**src/connector_status_state_machine_defines.svh**
```systemverilog
// Assertion macros for the connector status state machine.
// Used by csm_status_mem and csm_engine; expects clk and arst_n in scope.
`ifndef CONNECTOR_STATUS_STATE_MACHINE_DEFINES_SVH
`define CONNECTOR_STATUS_STATE_MACHINE_DEFINES_SVH

// Antecedent implies consequent in the same cycle.
`define CSM_ASSERT_SAME(label, ante, cons) \
	label: assert property (@(posedge clk) disable iff (!arst_n) (ante) |-> (cons)) \
		else $error("csm check failed");

// Antecedent implies consequent in the next cycle.
`define CSM_ASSERT_NEXT(label, ante, cons) \
	label: assert property (@(posedge clk) disable iff (!arst_n) (ante) |=> (cons)) \
		else $error("csm check failed");

`endif

```
**src/csm_pkg.sv**
```systemverilog
// Shared types, codes and the status transition table of the connector status block.
// No dependencies.
package csm_pkg;

	localparam int MAX_CONN = 8;
	localparam int DEPTH    = MAX_CONN + 1;
	localparam int IDX_W    = $clog2(DEPTH);
	localparam int CNT_LIM  = (MAX_CONN < 8) ? MAX_CONN : 8;

	localparam logic CMD_START = 1'b0;
	localparam logic CMD_EVENT = 1'b1;

	localparam logic CFG_NUM_CONN = 1'b0;
	localparam logic CFG_OP_MASK  = 1'b1;

	localparam logic [3:0] ST_AVAILABLE   = 4'd0;
	localparam logic [3:0] ST_PREPARING   = 4'd1;
	localparam logic [3:0] ST_CHARGING    = 4'd2;
	localparam logic [3:0] ST_SUSP_EV     = 4'd3;
	localparam logic [3:0] ST_SUSP_EVSE   = 4'd4;
	localparam logic [3:0] ST_FINISHING   = 4'd5;
	localparam logic [3:0] ST_RESERVED    = 4'd6;
	localparam logic [3:0] ST_UNAVAILABLE = 4'd7;
	localparam logic [3:0] ST_FAULTED     = 4'd8;
	localparam logic [3:0] ST_NOGO        = 4'd15;

	localparam logic [4:0] EV_USAGE      = 5'd0;
	localparam logic [4:0] EV_START      = 5'd1;
	localparam logic [4:0] EV_PAUSE_EV   = 5'd2;
	localparam logic [4:0] EV_PAUSE_EVSE = 5'd3;
	localparam logic [4:0] EV_RESERVE    = 5'd4;
	localparam logic [4:0] EV_UNAVAIL    = 5'd5;
	localparam logic [4:0] EV_FAULT      = 5'd6;
	localparam logic [4:0] EV_AVAIL      = 5'd7;
	localparam logic [4:0] EV_STOPPED    = 5'd8;
	localparam logic [4:0] EV_RET_FIRST  = 5'd9;
	localparam logic [4:0] EV_RET_LAST   = 5'd16;

	typedef struct packed {
		logic       cmd;
		logic [3:0] connector;
		logic [4:0] event_code;
	} item_t;

	typedef struct packed {
		logic [3:0] conn_id;
		logic [3:0] status;
		logic       changed;
		logic       last;
	} result_t;

	typedef struct packed {
		logic             rd_en;
		logic [IDX_W-1:0] rd_addr;
		logic             wr_en;
		logic [IDX_W-1:0] wr_addr;
		logic [3:0]       wr_data;
	} mem_req_t;

	// Clamp the configured count to the table depth and the mask width.
	function automatic logic [3:0] eff_count(input logic [3:0] num);
		logic [3:0] n;
		n = (num > 4'(CNT_LIM)) ? 4'(CNT_LIM) : num;
		return n;
	endfunction

	// Next status for an event, ST_NOGO where the transition is not allowed.
	function automatic logic [3:0] next_status(input logic [3:0] cur, input logic [4:0] ev);
		logic [3:0] nxt;
		nxt = ST_NOGO;
		case (cur)
			ST_AVAILABLE: begin
				case (ev)
					EV_USAGE:      nxt = ST_PREPARING;
					EV_START:      nxt = ST_CHARGING;
					EV_PAUSE_EV:   nxt = ST_SUSP_EV;
					EV_PAUSE_EVSE: nxt = ST_SUSP_EVSE;
					EV_RESERVE:    nxt = ST_RESERVED;
					EV_UNAVAIL:    nxt = ST_UNAVAILABLE;
					EV_FAULT:      nxt = ST_FAULTED;
					default:       nxt = ST_NOGO;
				endcase
			end
			ST_PREPARING: begin
				case (ev)
					EV_START:      nxt = ST_CHARGING;
					EV_PAUSE_EV:   nxt = ST_SUSP_EV;
					EV_PAUSE_EVSE: nxt = ST_SUSP_EVSE;
					EV_FAULT:      nxt = ST_FAULTED;
					EV_AVAIL:      nxt = ST_AVAILABLE;
					EV_STOPPED:    nxt = ST_FINISHING;
					default:       nxt = ST_NOGO;
				endcase
			end
			ST_CHARGING: begin
				case (ev)
					EV_PAUSE_EV:   nxt = ST_SUSP_EV;
					EV_PAUSE_EVSE: nxt = ST_SUSP_EVSE;
					EV_UNAVAIL:    nxt = ST_UNAVAILABLE;
					EV_FAULT:      nxt = ST_FAULTED;
					EV_AVAIL:      nxt = ST_AVAILABLE;
					EV_STOPPED:    nxt = ST_FINISHING;
					default:       nxt = ST_NOGO;
				endcase
			end
			ST_SUSP_EV: begin
				case (ev)
					EV_START:      nxt = ST_CHARGING;
					EV_PAUSE_EVSE: nxt = ST_SUSP_EVSE;
					EV_UNAVAIL:    nxt = ST_UNAVAILABLE;
					EV_FAULT:      nxt = ST_FAULTED;
					EV_AVAIL:      nxt = ST_AVAILABLE;
					EV_STOPPED:    nxt = ST_FINISHING;
					default:       nxt = ST_NOGO;
				endcase
			end
			ST_SUSP_EVSE: begin
				case (ev)
					EV_START:      nxt = ST_CHARGING;
					EV_PAUSE_EV:   nxt = ST_SUSP_EV;
					EV_UNAVAIL:    nxt = ST_UNAVAILABLE;
					EV_FAULT:      nxt = ST_FAULTED;
					EV_AVAIL:      nxt = ST_AVAILABLE;
					EV_STOPPED:    nxt = ST_FINISHING;
					default:       nxt = ST_NOGO;
				endcase
			end
			ST_FINISHING, ST_RESERVED: begin
				case (ev)
					EV_USAGE:   nxt = ST_PREPARING;
					EV_UNAVAIL: nxt = ST_UNAVAILABLE;
					EV_FAULT:   nxt = ST_FAULTED;
					EV_AVAIL:   nxt = ST_AVAILABLE;
					default:    nxt = ST_NOGO;
				endcase
			end
			ST_UNAVAILABLE: begin
				case (ev)
					EV_USAGE:      nxt = ST_PREPARING;
					EV_START:      nxt = ST_CHARGING;
					EV_PAUSE_EV:   nxt = ST_SUSP_EV;
					EV_PAUSE_EVSE: nxt = ST_SUSP_EVSE;
					EV_FAULT:      nxt = ST_FAULTED;
					EV_AVAIL:      nxt = ST_AVAILABLE;
					default:       nxt = ST_NOGO;
				endcase
			end
			ST_FAULTED: begin
				// Return events restore the status given by their offset.
				if (ev >= EV_RET_FIRST && ev <= EV_RET_LAST) begin
					nxt = 4'(ev - EV_RET_FIRST);
				end
			end
			default: nxt = ST_NOGO;
		endcase
		return nxt;
	endfunction

endpackage

```
**src/csm_status_mem.sv**
```systemverilog
// Status memory: one 4-bit entry per connector, registered read port.
// Depends on csm_pkg and the assertion macro header.
`include "connector_status_state_machine_defines.svh"

module csm_status_mem (
	input  logic              clk,
	input  logic              arst_n,
	input  csm_pkg::mem_req_t req,
	output logic [3:0]        rdata
);
	import csm_pkg::*;

	logic [3:0]       mem [DEPTH];
	logic [3:0]       rdata_q;
	logic [DEPTH-1:0] vld_q;
	logic             rd_vld_q;

	always_ff @(posedge clk) begin
		if (req.wr_en) begin
			mem[req.wr_addr] <= req.wr_data;
		end
		if (req.rd_en) begin
			rdata_q <= mem[req.rd_addr];
		end
	end

	// Entries never written read as Unavailable.
	always_ff @(posedge clk or negedge arst_n) begin
		if (!arst_n) begin
			vld_q    <= '0;
			rd_vld_q <= 1'b0;
		end else begin
			if (req.wr_en) begin
				vld_q[req.wr_addr] <= 1'b1;
			end
			if (req.rd_en) begin
				rd_vld_q <= vld_q[req.rd_addr];
			end
		end
	end

	assign rdata = rd_vld_q ? rdata_q : ST_UNAVAILABLE;

	`CSM_ASSERT_SAME(a_no_rw_collision, req.wr_en && req.rd_en, req.wr_addr != req.rd_addr)
	`CSM_ASSERT_NEXT(a_write_marks_valid, req.wr_en, vld_q[$past(req.wr_addr)])

endmodule

```
**src/csm_engine.sv**
```systemverilog
// Sequencer: accepts transactions, walks the start sweep and does read-modify-write
// of connector status, and holds the result register. Depends on csm_pkg and macros.
`include "connector_status_state_machine_defines.svh"

module csm_engine (
	input  logic              clk,
	input  logic              arst_n,
	input  logic              item_valid,
	output logic              item_stall,
	input  csm_pkg::item_t    item,
	output logic              result_valid,
	input  logic              result_stall,
	output csm_pkg::result_t  result,
	input  logic [3:0]        num_connectors,
	input  logic [8:0]        operative_mask,
	output csm_pkg::mem_req_t mem_req,
	input  logic [3:0]        mem_rdata
);
	import csm_pkg::*;

	typedef enum logic [3:0] {
		S_IDLE  = 4'b0001,
		S_START = 4'b0010,
		S_READ  = 4'b0100,
		S_RESP  = 4'b1000
	} state_t;

	state_t     state_q, state_d;
	logic [3:0] cnt_q, cnt_d;
	logic       started_q, started_d;
	logic [3:0] conn_q;
	logic [4:0] ev_q;
	result_t    result_q, res_d;
	logic       result_valid_q;
	logic       load;
	logic       slot_free;
	logic       accept;
	logic [3:0] n;
	logic [3:0] nxt;
	logic [3:0] start_st;

	assign n          = eff_count(num_connectors);
	assign item_stall = (state_q != S_IDLE);
	assign accept     = item_valid && !item_stall;
	assign slot_free  = !result_valid_q || !result_stall;
	assign nxt        = next_status(mem_rdata, ev_q);
	assign start_st   = operative_mask[cnt_q] ? ST_AVAILABLE : ST_UNAVAILABLE;

	always_comb begin
		state_d   = state_q;
		cnt_d     = cnt_q;
		started_d = started_q;
		load      = 1'b0;
		res_d     = '0;
		mem_req   = '0;
		case (state_q)
			S_IDLE: begin
				if (accept) begin
					if (item.cmd == CMD_START) begin
						cnt_d   = '0;
						state_d = S_START;
					end else if (started_q) begin
						if (item.connector != '0 && item.connector <= n) begin
							mem_req.rd_en   = 1'b1;
							mem_req.rd_addr = IDX_W'(item.connector);
							state_d         = S_READ;
						end else begin
							state_d = S_RESP;
						end
					end
				end
			end
			S_START: begin
				if (slot_free) begin
					mem_req.wr_en   = 1'b1;
					mem_req.wr_addr = IDX_W'(cnt_q);
					mem_req.wr_data = start_st;
					load            = 1'b1;
					res_d.conn_id   = cnt_q;
					res_d.status    = start_st;
					res_d.changed   = 1'b1;
					res_d.last      = (cnt_q == n);
					if (cnt_q == n) begin
						started_d = 1'b1;
						state_d   = S_IDLE;
					end else begin
						cnt_d = cnt_q + 4'd1;
					end
				end
			end
			S_READ: begin
				if (slot_free) begin
					load          = 1'b1;
					res_d.conn_id = conn_q;
					res_d.last    = 1'b1;
					if (nxt != ST_NOGO) begin
						mem_req.wr_en   = 1'b1;
						mem_req.wr_addr = IDX_W'(conn_q);
						mem_req.wr_data = nxt;
						res_d.status    = nxt;
						res_d.changed   = 1'b1;
					end else begin
						res_d.status  = mem_rdata;
						res_d.changed = 1'b0;
					end
					state_d = S_IDLE;
				end
			end
			S_RESP: begin
				if (slot_free) begin
					load          = 1'b1;
					res_d.conn_id = conn_q;
					res_d.status  = (conn_q == '0) ? ST_AVAILABLE : ST_UNAVAILABLE;
					res_d.changed = 1'b0;
					res_d.last    = 1'b1;
					state_d       = S_IDLE;
				end
			end
			default: state_d = S_IDLE;
		endcase
	end

	always_ff @(posedge clk or negedge arst_n) begin
		if (!arst_n) begin
			state_q        <= S_IDLE;
			cnt_q          <= '0;
			started_q      <= 1'b0;
			result_valid_q <= 1'b0;
		end else begin
			state_q   <= state_d;
			cnt_q     <= cnt_d;
			started_q <= started_d;
			if (load) begin
				result_valid_q <= 1'b1;
			end else if (!result_stall) begin
				result_valid_q <= 1'b0;
			end
		end
	end

	always_ff @(posedge clk) begin
		if (accept) begin
			conn_q <= item.connector;
			ev_q   <= item.event_code;
		end
		if (load) begin
			result_q <= res_d;
		end
	end

	assign result_valid = result_valid_q;
	assign result       = result_q;

	`CSM_ASSERT_SAME(a_no_write_when_idle, state_q == S_IDLE, !mem_req.wr_en)
	`CSM_ASSERT_NEXT(a_read_then_modify, mem_req.rd_en, state_q == S_READ)
	`CSM_ASSERT_NEXT(a_sweep_end, state_q == S_START && slot_free && cnt_q == n, state_q == S_IDLE && started_q)
	`CSM_ASSERT_SAME(a_load_needs_slot, load, slot_free)

endmodule

```
**src/connector_status_state_machine.sv**
```systemverilog
// Connector status state machine top: configuration registers, sequencer, status memory.
// Depends on csm_pkg, csm_engine and csm_status_mem.
// Results: an event's result is loaded into the result register from S_READ or S_RESP once the
// result slot is free; a start loads one result per connector 0..n in order, each once the slot is free.
// A new transaction is taken only while idle, after the previous one has finished; result stalls hold it.
// Reset: idle, count 1, mask all ones, connectors Unavailable; events dropped until a start.

module connector_status_state_machine (
	input  logic             clk,
	input  logic             arst_n,
	// Input transactions
	input  logic             item_valid,
	output logic             item_stall,
	input  csm_pkg::item_t   item,
	// Result transactions
	output logic             result_valid,
	input  logic             result_stall,
	output csm_pkg::result_t result,
	// Configuration writes
	input  logic             cfg_valid,
	output logic             cfg_ready,
	input  logic             cfg_index,
	input  logic [8:0]       cfg_data
);
	import csm_pkg::*;

	logic [3:0] num_connectors_q;
	logic [8:0] operative_mask_q;
	mem_req_t   mem_req;
	logic [3:0] mem_rdata;

	// Configuration must be written only while idle; the block does not enforce this, so always take it.
	assign cfg_ready = 1'b1;

	// Hold the registers; a write lands on the edge where valid and ready meet.
	always_ff @(posedge clk or negedge arst_n) begin
		if (!arst_n) begin
			num_connectors_q <= 4'd1;
			operative_mask_q <= 9'h1FF;
		end else if (cfg_valid && cfg_ready) begin
			case (cfg_index)
				CFG_NUM_CONN: num_connectors_q <= cfg_data[3:0];
				CFG_OP_MASK:  operative_mask_q <= cfg_data;
				default:      num_connectors_q <= num_connectors_q;
			endcase
		end
	end

	// Sequencer: accept, sweep on start, read-modify-write on an event,
	// and drive the result register.
	csm_engine u_engine (
		.clk            (clk),
		.arst_n         (arst_n),
		.item_valid     (item_valid),
		.item_stall     (item_stall),
		.item           (item),
		.result_valid   (result_valid),
		.result_stall   (result_stall),
		.result         (result),
		.num_connectors (num_connectors_q),
		.operative_mask (operative_mask_q),
		.mem_req        (mem_req),
		.mem_rdata      (mem_rdata)
	);

	// Per-connector status storage with a registered read.
	csm_status_mem u_mem (
		.clk    (clk),
		.arst_n (arst_n),
		.req    (mem_req),
		.rdata  (mem_rdata)
	);

endmodule
```
**config.mk**
```make
export PLATFORM = sky130hd
export DESIGN_NAME = connector_status_state_machine
export DESIGN_NICKNAME = d
export VERILOG_FILES = /design/src/csm_pkg.sv /design/src/csm_status_mem.sv /design/src/csm_engine.sv /design/src/connector_status_state_machine.sv
export VERILOG_INCLUDE_DIRS = /design/src /design/src/src
export SDC_FILE = /design/constraint.sdc
export NUM_CORES = 1
export LEC_CHECK = 0
export ABC_CLOCK_PERIOD_IN_PS = 6500
export BUFFER_PORTS_ARGS = -buffer_cell sky130_fd_sc_hd__buf_2
export CAP_MARGIN = 20
export CORE_MARGIN = 3
export CORE_UTILIZATION = 35
export CTS_CLUSTER_DIAMETER = 60
export DETAILED_ROUTE_END_ITERATION = 16
export PLACE_DENSITY = 0.56
export SYNTH_ARGS = -nofsm -noshare
export SYNTH_HDL_FRONTEND = slang
export SYNTH_SLANG_ARGS = --single-unit
```
**constraint.sdc**
```tcl
create_clock -name clk -period 6.5 [get_ports clk]
set_input_delay 1.3 -clock clk [delete_from_list [all_inputs] [get_ports clk]]
set_output_delay 1.3 -clock clk [all_outputs]
set_load 0.02 [all_outputs]
```
==> results.sh, run 1 <==
export IMPL_synthXorXnorAreaFrac=0.0101
export IMPL_hold_viol_final=0
export IMPL_hold_path_class="register to register"
export IMPL_cts_resized=0
export IMPL_crit_arrival_ns=4.04
export IMPL_drcViolationCount=0
export IMPL_yosysUniqueCellTypes=82
export IMPL_areaGrowthSynthToFinish_pct=11.1
export IMPL_cp_data_required_time_ns=6.59
export IMPL_antenna_found_initial=0
export IMPL_insertion_delay_ns=0.35
export IMPL_syn_area_per_cell_um2=11.1
export IMPL_period_needed_ns=3.95
export IMPL_layout_drive_gt1_share=0.218
export IMPL_yosys_area_share_simple=0.164
export IMPL_synthCells=466
export IMPL_core_area_um2=14200
export IMPL_n_antenna_cell=0
export IMPL_synthMuxAreaShare=0.0743
export IMPL_wire_per_inst_um=18.8
export IMPL_grt_pass1_vias=3776
export IMPL_die_area_um2=16300
export IMPL_mappedNetlistNets=501
export IMPL_tritoncts="yes"
export IMPL_fin_setup_tns_ns=0
export IMPL_gp_congestion=0.869
export IMPL_num_rows=43
export IMPL_ys_ff_latch=92
export IMPL_finalSetupViolations=0
export IMPL_status="finished clean"
export IMPL_htreeDepth=3
export IMPL_clock_root_buffer="clkbuf_16"
export IMPL_initial_core_util=0.365
export IMPL_synthAdderAreaFrac=0.0241
export IMPL_place_area_um2=5470
export IMPL_synth_top_family_by_area="compound AO/OA/AOI/OAI gates"
export IMPL_grt_max_degree=34
export IMPL_critical_path_class="primary input to register"
export IMPL_max_freq_ghz=0.253
export IMPL_hold_buffers=0
export IMPL_postCtsSetupBuffers=0
export IMPL_synth_ff_type="edfxtp_1"
export IMPL_maxCapViolCount=0
export IMPL_ys_seq_area_frac=0.503
export IMPL_fin_cells=675
export IMPL_nFillCells=1391
export IMPL_dpl_hpwl_um=9370
export IMPL_total_leakage_power_nw=2.16
export IMPL_synthTopCellsByArea="edfxtp_1 34%, dfrtp_1 11%, dfstp_2 5.6%, nand2_1 3.0%, mux2_2 2.8%"
export IMPL_finalCritPeriodShare=0.607
export IMPL_avgViaCountPerCell=5.63
export IMPL_ant_nets=0
export IMPL_first_pass_iters=5
export IMPL_endpoint_kind="register"
export IMPL_synth_compound_area_frac=0.186
export IMPL_synth_largest_area_cell="edfxtp_1"
export IMPL_cts_sinks=92
export IMPL_globalRouteOverflowTotal=0
export IMPL_power_density_nw_per_um2=364
export IMPL_rsz0062_at_grt="false"
export IMPL_nets=525
export IMPL_boundaryPins=38
export IMPL_drt_iter0_drc=328
export IMPL_grt_usage=0.161
export IMPL_io_buffers=36
export IMPL_die_y_um=128
export IMPL_slew_violations=0
export IMPL_num_vias=3798
export IMPL_slew_headroom=0.353
export IMPL_synth_area_um2=5190
export IMPL_clkTransAtPathRegs_ns=0.07
export IMPL_place_inst=659
export IMPL_async_reset_ff_frac=0.359
export IMPL_finalWirelength_um=12700
export IMPL_die_w_um=128
export IMPL_tightest_slew_ns=0.960
export IMPL_design_area_um2=5760
export IMPL_cp_max_fo=13
export IMPL_cp_start_kind="primary input"
export IMPL_synth_top_area_frac=0.341
export IMPL_grt_pass1_wl_um=20700
export IMPL_clk_path_buf_depth=2
export IMPL_numCtsBuffers=9
export IMPL_skew_ns=0.00687
export IMPL_yosys_warnings=0
export IMPL_peakVddDrop_mv=0.142
export IMPL_synth_edf_count=59
## logic make-up (layout without fill, tap and decap cells)
logic type                 after synthesis  in the layout
AOI/OAI and AO/OA                      128            128
xor gates and xnor gates                 6              6
adders and majority gates               10             10
buffers and inverters                   40             69
DFF                                     92             92
muxes                                   29             29
other                                    1              1
and+or+nand+nor                        160            160
## cell usage in the layout, fill, tap and decap left out, types with 4 or more instances in the layout
| cell type | instances |
|---|---|
| nand2_1 | 41 |
| o21ai_0 | 22 |
| nand2b_1 | 11 |
| nor3_1 | 9 |
| a31oi_1 | 6 |
| mux2i_1 | 7 |
| o21bai_1 | 8 |
| nor3_2 | 4 |
| a221o_1 | 5 |
| o21ai_1 | 10 |
| and2_1 | 6 |
| nor2b_1 | 13 |
| buf_2 | 36 |
| edfxtp_1 | 59 |
| nand3_1 | 5 |
| o211ai_1 | 6 |
| xnor2_1 | 6 |
| o22ai_1 | 5 |
| ha_1 | 10 |
| mux2_2 | 13 |
| dfstp_2 | 11 |
| inv_1 | 15 |
| clkbuf_16 | 9 |
| or2_1 | 4 |
| nand4_1 | 6 |
| mux4_2 | 6 |
| nor2_1 | 35 |
| a21oi_1 | 15 |
| dfrtp_1 | 22 |
## sequential cells by signal, summed over array words and instances (netlist names)
register,flops
u_engine.cnt_q,4
u_mem.rd_vld_q,1
u_engine.state_q,4
u_engine.conn_q,4
operative_mask_q,9
u_mem.rdata_q,4
u_engine.result_valid,1
u_engine.result,10
u_engine.ev_q,5
u_mem.mem,36
u_mem.vld_q,9
num_connectors_q,4
u_engine.started_q,1
## power by group
part / internal [mW] / total, mW / switching, mW / leakage [nW]
Combinational: 0.259 / 0.707 / 0.448 / 1.08
Clock: 0.271 / 0.516 / 0.245 / 0.146
Sequential: 0.766 / 0.873 / 0.106 / 0.937
## layout make-up
type / count / area (um^2) / share of cell area
Clock buffer: 9 / 225 / 0.0391
Tap cell: 180 / 225 / 0.0391
Inverter: 17 / 63.8 / 0.0111
Timing Repair Buffer: 36 / 180 / 0.0313
Clock inverter: 7 / 71.3 / 0.0124
Multi-Input combinational cell: 334 / 2390 / 0.414
Sequential cell: 92 / 2610 / 0.453
## critical path: stages
cell	delay, ns
buf_2	0.29
ha_1	0.31
nor2b_1	0.13
o21a_1	0.16
o21a_1	0.16
o21ai_1	0.16
nand4_1	0.36
inv_2	0.30
nand2_1	0.15
mux2_1	0.35
a222oi_1	0.27
o21ai_1	0.09
## routing by layer
layer | vias up | share of wire | track usage
met5 | - | 0 | 0
met4 | 0 | 0.010 | 0.0381
met3 | 8 | 0.048 | 0.0329
met2 | 96 | 0.47 | 0.252
met1 | 1877 | 0.47 | 0.230
li1 | 1817 | - | -
## Yosys cell counts, drive strengths merged (3+ instances only)
master  number
a21o         3
a21oi       16
a221o        5
a222oi       3
a22o         3
a31oi        6
and2         6
and3         3
buf         14
clkbuf       9
dfrtp       22
dfstp       11
edfxtp      59
ha          10
inv         17
mux2        16
mux2i        7
mux4         6
nand2       42
nand2b      11
nand3        5
nand4        6
nor2        38
nor2b       13
nor3        13
nor4         3
o211ai       7
o21a         4
o21ai       33
o21bai      10
o221ai       3
o22ai        5
o311ai       3
o31ai        4
or2          9
xnor2        6
## stage by stage
stage	util	setup slack (ns)	hold WS, ns	power [mW]
6_report	0.406	2.55	0.456	2.10
5_1_grt	0.406	2.23	0.487	2.23
4_1_cts	0.406	2.57	0.459	2.11
3_5_place_dp	0.385	2.21	0.443	1.59
3_3_place_gp	0.385	2.41	0.439	1.58
2_1_floorplan	-	2.78	0.421	1.40
## worst paths after layout
path                                   from                    end  slack (ns)  cells past startpoint
hold / removal               u_mem.vld_q[5]         u_mem.vld_q[5]        0.46                      2
hold reg to reg              u_mem.vld_q[5]         u_mem.vld_q[5]        0.46                      2
setup reg to reg           u_engine.ev_q[1]        u_mem.mem[5][3]        2.56                     11
min in group asynchronous            arst_n         u_mem.vld_q[6]        1.03                      1
max in group asynchronous            arst_n  u_engine.result_valid        4.96                      1
setup / recovery                    item[6]       u_mem.rdata_q[0]        2.55                     12
No activity file was read; power rests on OpenSTA's default activity.
==> run 2, diff against run 1 <==
--- a/config.mk
+++ b/config.mk
@@ -6,7 +6,7 @@
 export SDC_FILE = /design/constraint.sdc
 export NUM_CORES = 1
 export LEC_CHECK = 0
-export ABC_CLOCK_PERIOD_IN_PS = 6500
+export ABC_CLOCK_PERIOD_IN_PS = 4100
 export BUFFER_PORTS_ARGS = -buffer_cell sky130_fd_sc_hd__buf_2
 export CAP_MARGIN = 20
 export CORE_MARGIN = 3
==> constraint.sdc (replaced) <==
create_clock -name clk -period 4.1 [get_ports clk]
set_input_delay 0.82 -clock clk [delete_from_list [all_inputs] [get_ports clk]]
set_output_delay 0.82 -clock clk [all_outputs]
set_load 0.02 [all_outputs]
==> run 2 against run 1 <==
Against the previous run: final cell count is 1.0% higher; clock skew is 0.0059 ns higher; sequential share of layout area is 0.50 points lower; count of clock-buffer cells in the layout stayed put; largest cell class unchanged; largest power group unchanged.
==> results.sh, run 2 (synthesis gave the netlist of run 1 again) <==
export IMPL_path_buf_inv=2
export IMPL_pwr_share_clk=0.246
export IMPL_grtUsageMet3=0.0304
export IMPL_core_area_um2=14200
export IMPL_largest_register="u_mem.mem"
export IMPL_place_inst=666
export IMPL_cp_max_fo=12
export IMPL_finalWirelength_um=12900
export IMPL_cp_data_required_time_ns=4.16
export IMPL_power_density_nw_per_um2=573
export IMPL_critical_path_class="register to register"
export IMPL_globalRouteOverflowTotal=0
export IMPL_ant_nets=0
export IMPL_areaGrowthSynthToFinish_pct=12.3
export IMPL_nets=532
export IMPL_layout_drive_gt1_share=0.233
export IMPL_num_vias=3865
export IMPL_numCtsBuffers=9
export IMPL_tritoncts="yes"
export IMPL_switchingPower_mw=1.28
export IMPL_p_sw_frac=0.382
export IMPL_gp_congestion=0.898
export IMPL_endpoint_kind="register"
export IMPL_grt_pass1_vias=3789
export IMPL_slowest_delay_ns=0.48
export IMPL_utilization=0.410
export IMPL_finalCritPeriodShare=0.935
export IMPL_die_w_um=128
export IMPL_cp_start_kind="register"
export IMPL_n_antenna_cell=0
export IMPL_p_int_mw=2.06
export IMPL_tightest_slew_ns=0.884
export IMPL_first_pass_iters=5
export IMPL_insertion_delay_ns=0.35
export IMPL_comb_power_share=0.340
export IMPL_fin_hold_ws_ns=0.467
export IMPL_status="finished clean"
export IMPL_worst_slack_ns=0.266
export IMPL_design_area_um2=5830
export IMPL_total_leakage_power_nw=2.20
export IMPL_final_cell_mix="59 x edfxtp_1, 41 x nand2_1, 36 x buf_2, 35 x nor2_1"
export IMPL_cp_top_family="compound AO/OA/AOI/OAI gates"
export IMPL_hold_viol_final=0
export IMPL_slew_violations=0
export IMPL_grtUsageMet1=0.232
export IMPL_die_y_um=128
export IMPL_drcViolationCount=0
export IMPL_avgViaCountPerCell=5.67
export IMPL_fin_cells=682
export IMPL_grtUsageMet2=0.261
export IMPL_period_needed_ns=3.83
export IMPL_pre_cts_ws_ns=0.264
export IMPL_clk_path_buf_depth=2
export IMPL_cts_sinks=92
export IMPL_clkTransAtPathRegs_ns=0.07
export IMPL_place_area_um2=5520
export IMPL_grt_busiest_layer="met2"
export IMPL_grt_usage=0.164
export IMPL_regArea_um2=2610
export IMPL_finalPower_mw=3.34
export IMPL_nFillCells=1427
export IMPL_seqPwrFrac=0.414
export IMPL_slowest_stage="edfxtp_1"
export IMPL_wire_per_inst_um=18.9
export IMPL_io_buffers=36
export IMPL_slew_headroom=0.411
export IMPL_antenna_found_initial=0
export IMPL_die_area_um2=16300
export IMPL_crit_chain="inv_1, ha_1, or2_4, o21ai_0, o21ai_0, nand3_1, or4_4, a21oi_4, o211ai_1, a22o_4, nor3_1, buf_4"
export IMPL_cpMostUsedCell="o21ai_0"
export IMPL_dpl_hpwl_um=9520
export IMPL_boundaryPins=38
export IMPL_multi_input_comb_area_um2=2390
export IMPL_fin_setup_tns_ns=0
export IMPL_num_rows=43
export IMPL_peakVddDrop_mv=0.259
export IMPL_skew_ns=0.0128
export IMPL_initial_core_util=0.365
export IMPL_hold_path_class="register to register"
export IMPL_grt_pass1_wl_um=21100
export IMPL_largest_reg_flops=36
export IMPL_clock_root_buffer="clkbuf_16"
export IMPL_maxCapViolCount=0
export IMPL_htreeDepth=3
export IMPL_layout_commonest_cell="edfxtp_1"
export IMPL_rsz0062_at_grt="false"
export IMPL_grt_max_degree=34
export IMPL_max_freq_ghz=0.261
export IMPL_crit_arrival_ns=3.90
export IMPL_drt_iter0_drc=319
export IMPL_finalSetupViolations=0
-- run 2: cell count changes in the layout (fill, tap and decap cells not counted), sizes merged --
cell / delta
buf: +7
clkinv: -1
clkinvlp: +1
-- run 2: cell type report --
| cell class | count | area share |
|---|---|---|
| flip-flops and latches | 92 | 0.448 |
| clock buffers | 9 | 0.0387 |
| well taps | 180 | 0.0387 |
| repair buffers | 43 | 0.0399 |
| clock inverters | 7 | 0.0133 |
| inverters | 17 | 0.0110 |
| multi-input cells | 334 | 0.410 |
-- run 2: routing by layer --
metal | wire [um] | vias up
li1 | - | 1834
met1 | 6100 | 1904
met2 | 6120 | 112
met3 | 529 | 15
met4 | 166 | 0
met5 | 0 | -
-- run 2: path summary, 6_finish.rpt --
| path | slack [ns] | cells after the start | startpoint | end |
|---|---|---|---|---|
| worst max-delay path | 0.27 | 12 | u_engine.ev_q[0] | u_mem.mem[5][3] |
| worst min-delay path | 0.47 | 1 | u_mem.vld_q[8] | u_mem.vld_q[8] |
| worst max register to register | 0.27 | 12 | u_engine.ev_q[0] | u_mem.mem[5][3] |
| worst min register to register | 0.47 | 1 | u_mem.vld_q[8] | u_mem.vld_q[8] |
| max in group asynchronous | 3.05 | 1 | arst_n | u_engine.state_q[3] |
| min in group asynchronous | 0.55 | 1 | arst_n | u_mem.vld_q[4] |
-- run 2: power groups by stage --
| stage | Sequential (mW) | Clock, mW | Combinational, mW |
|---|---|---|---|
| after floorplan | 1.35 | 0 | 0.862 |
| after global placement | 1.40 | 0 | 1.12 |
| after detailed placement | 1.40 | 0 | 1.12 |
| after CTS | 1.38 | 0.842 | 1.13 |
| after global routing | 1.41 | 0.883 | 1.26 |
| final | 1.38 | 0.822 | 1.13 |
-- run 2: repair_timing --
item | in CTS | in global routing
hold buffers | 0 | 0
setup buffers | 0 | 0
endpoints found under the setup margin | 0 | 4
gates resized for setup | 0 | 1
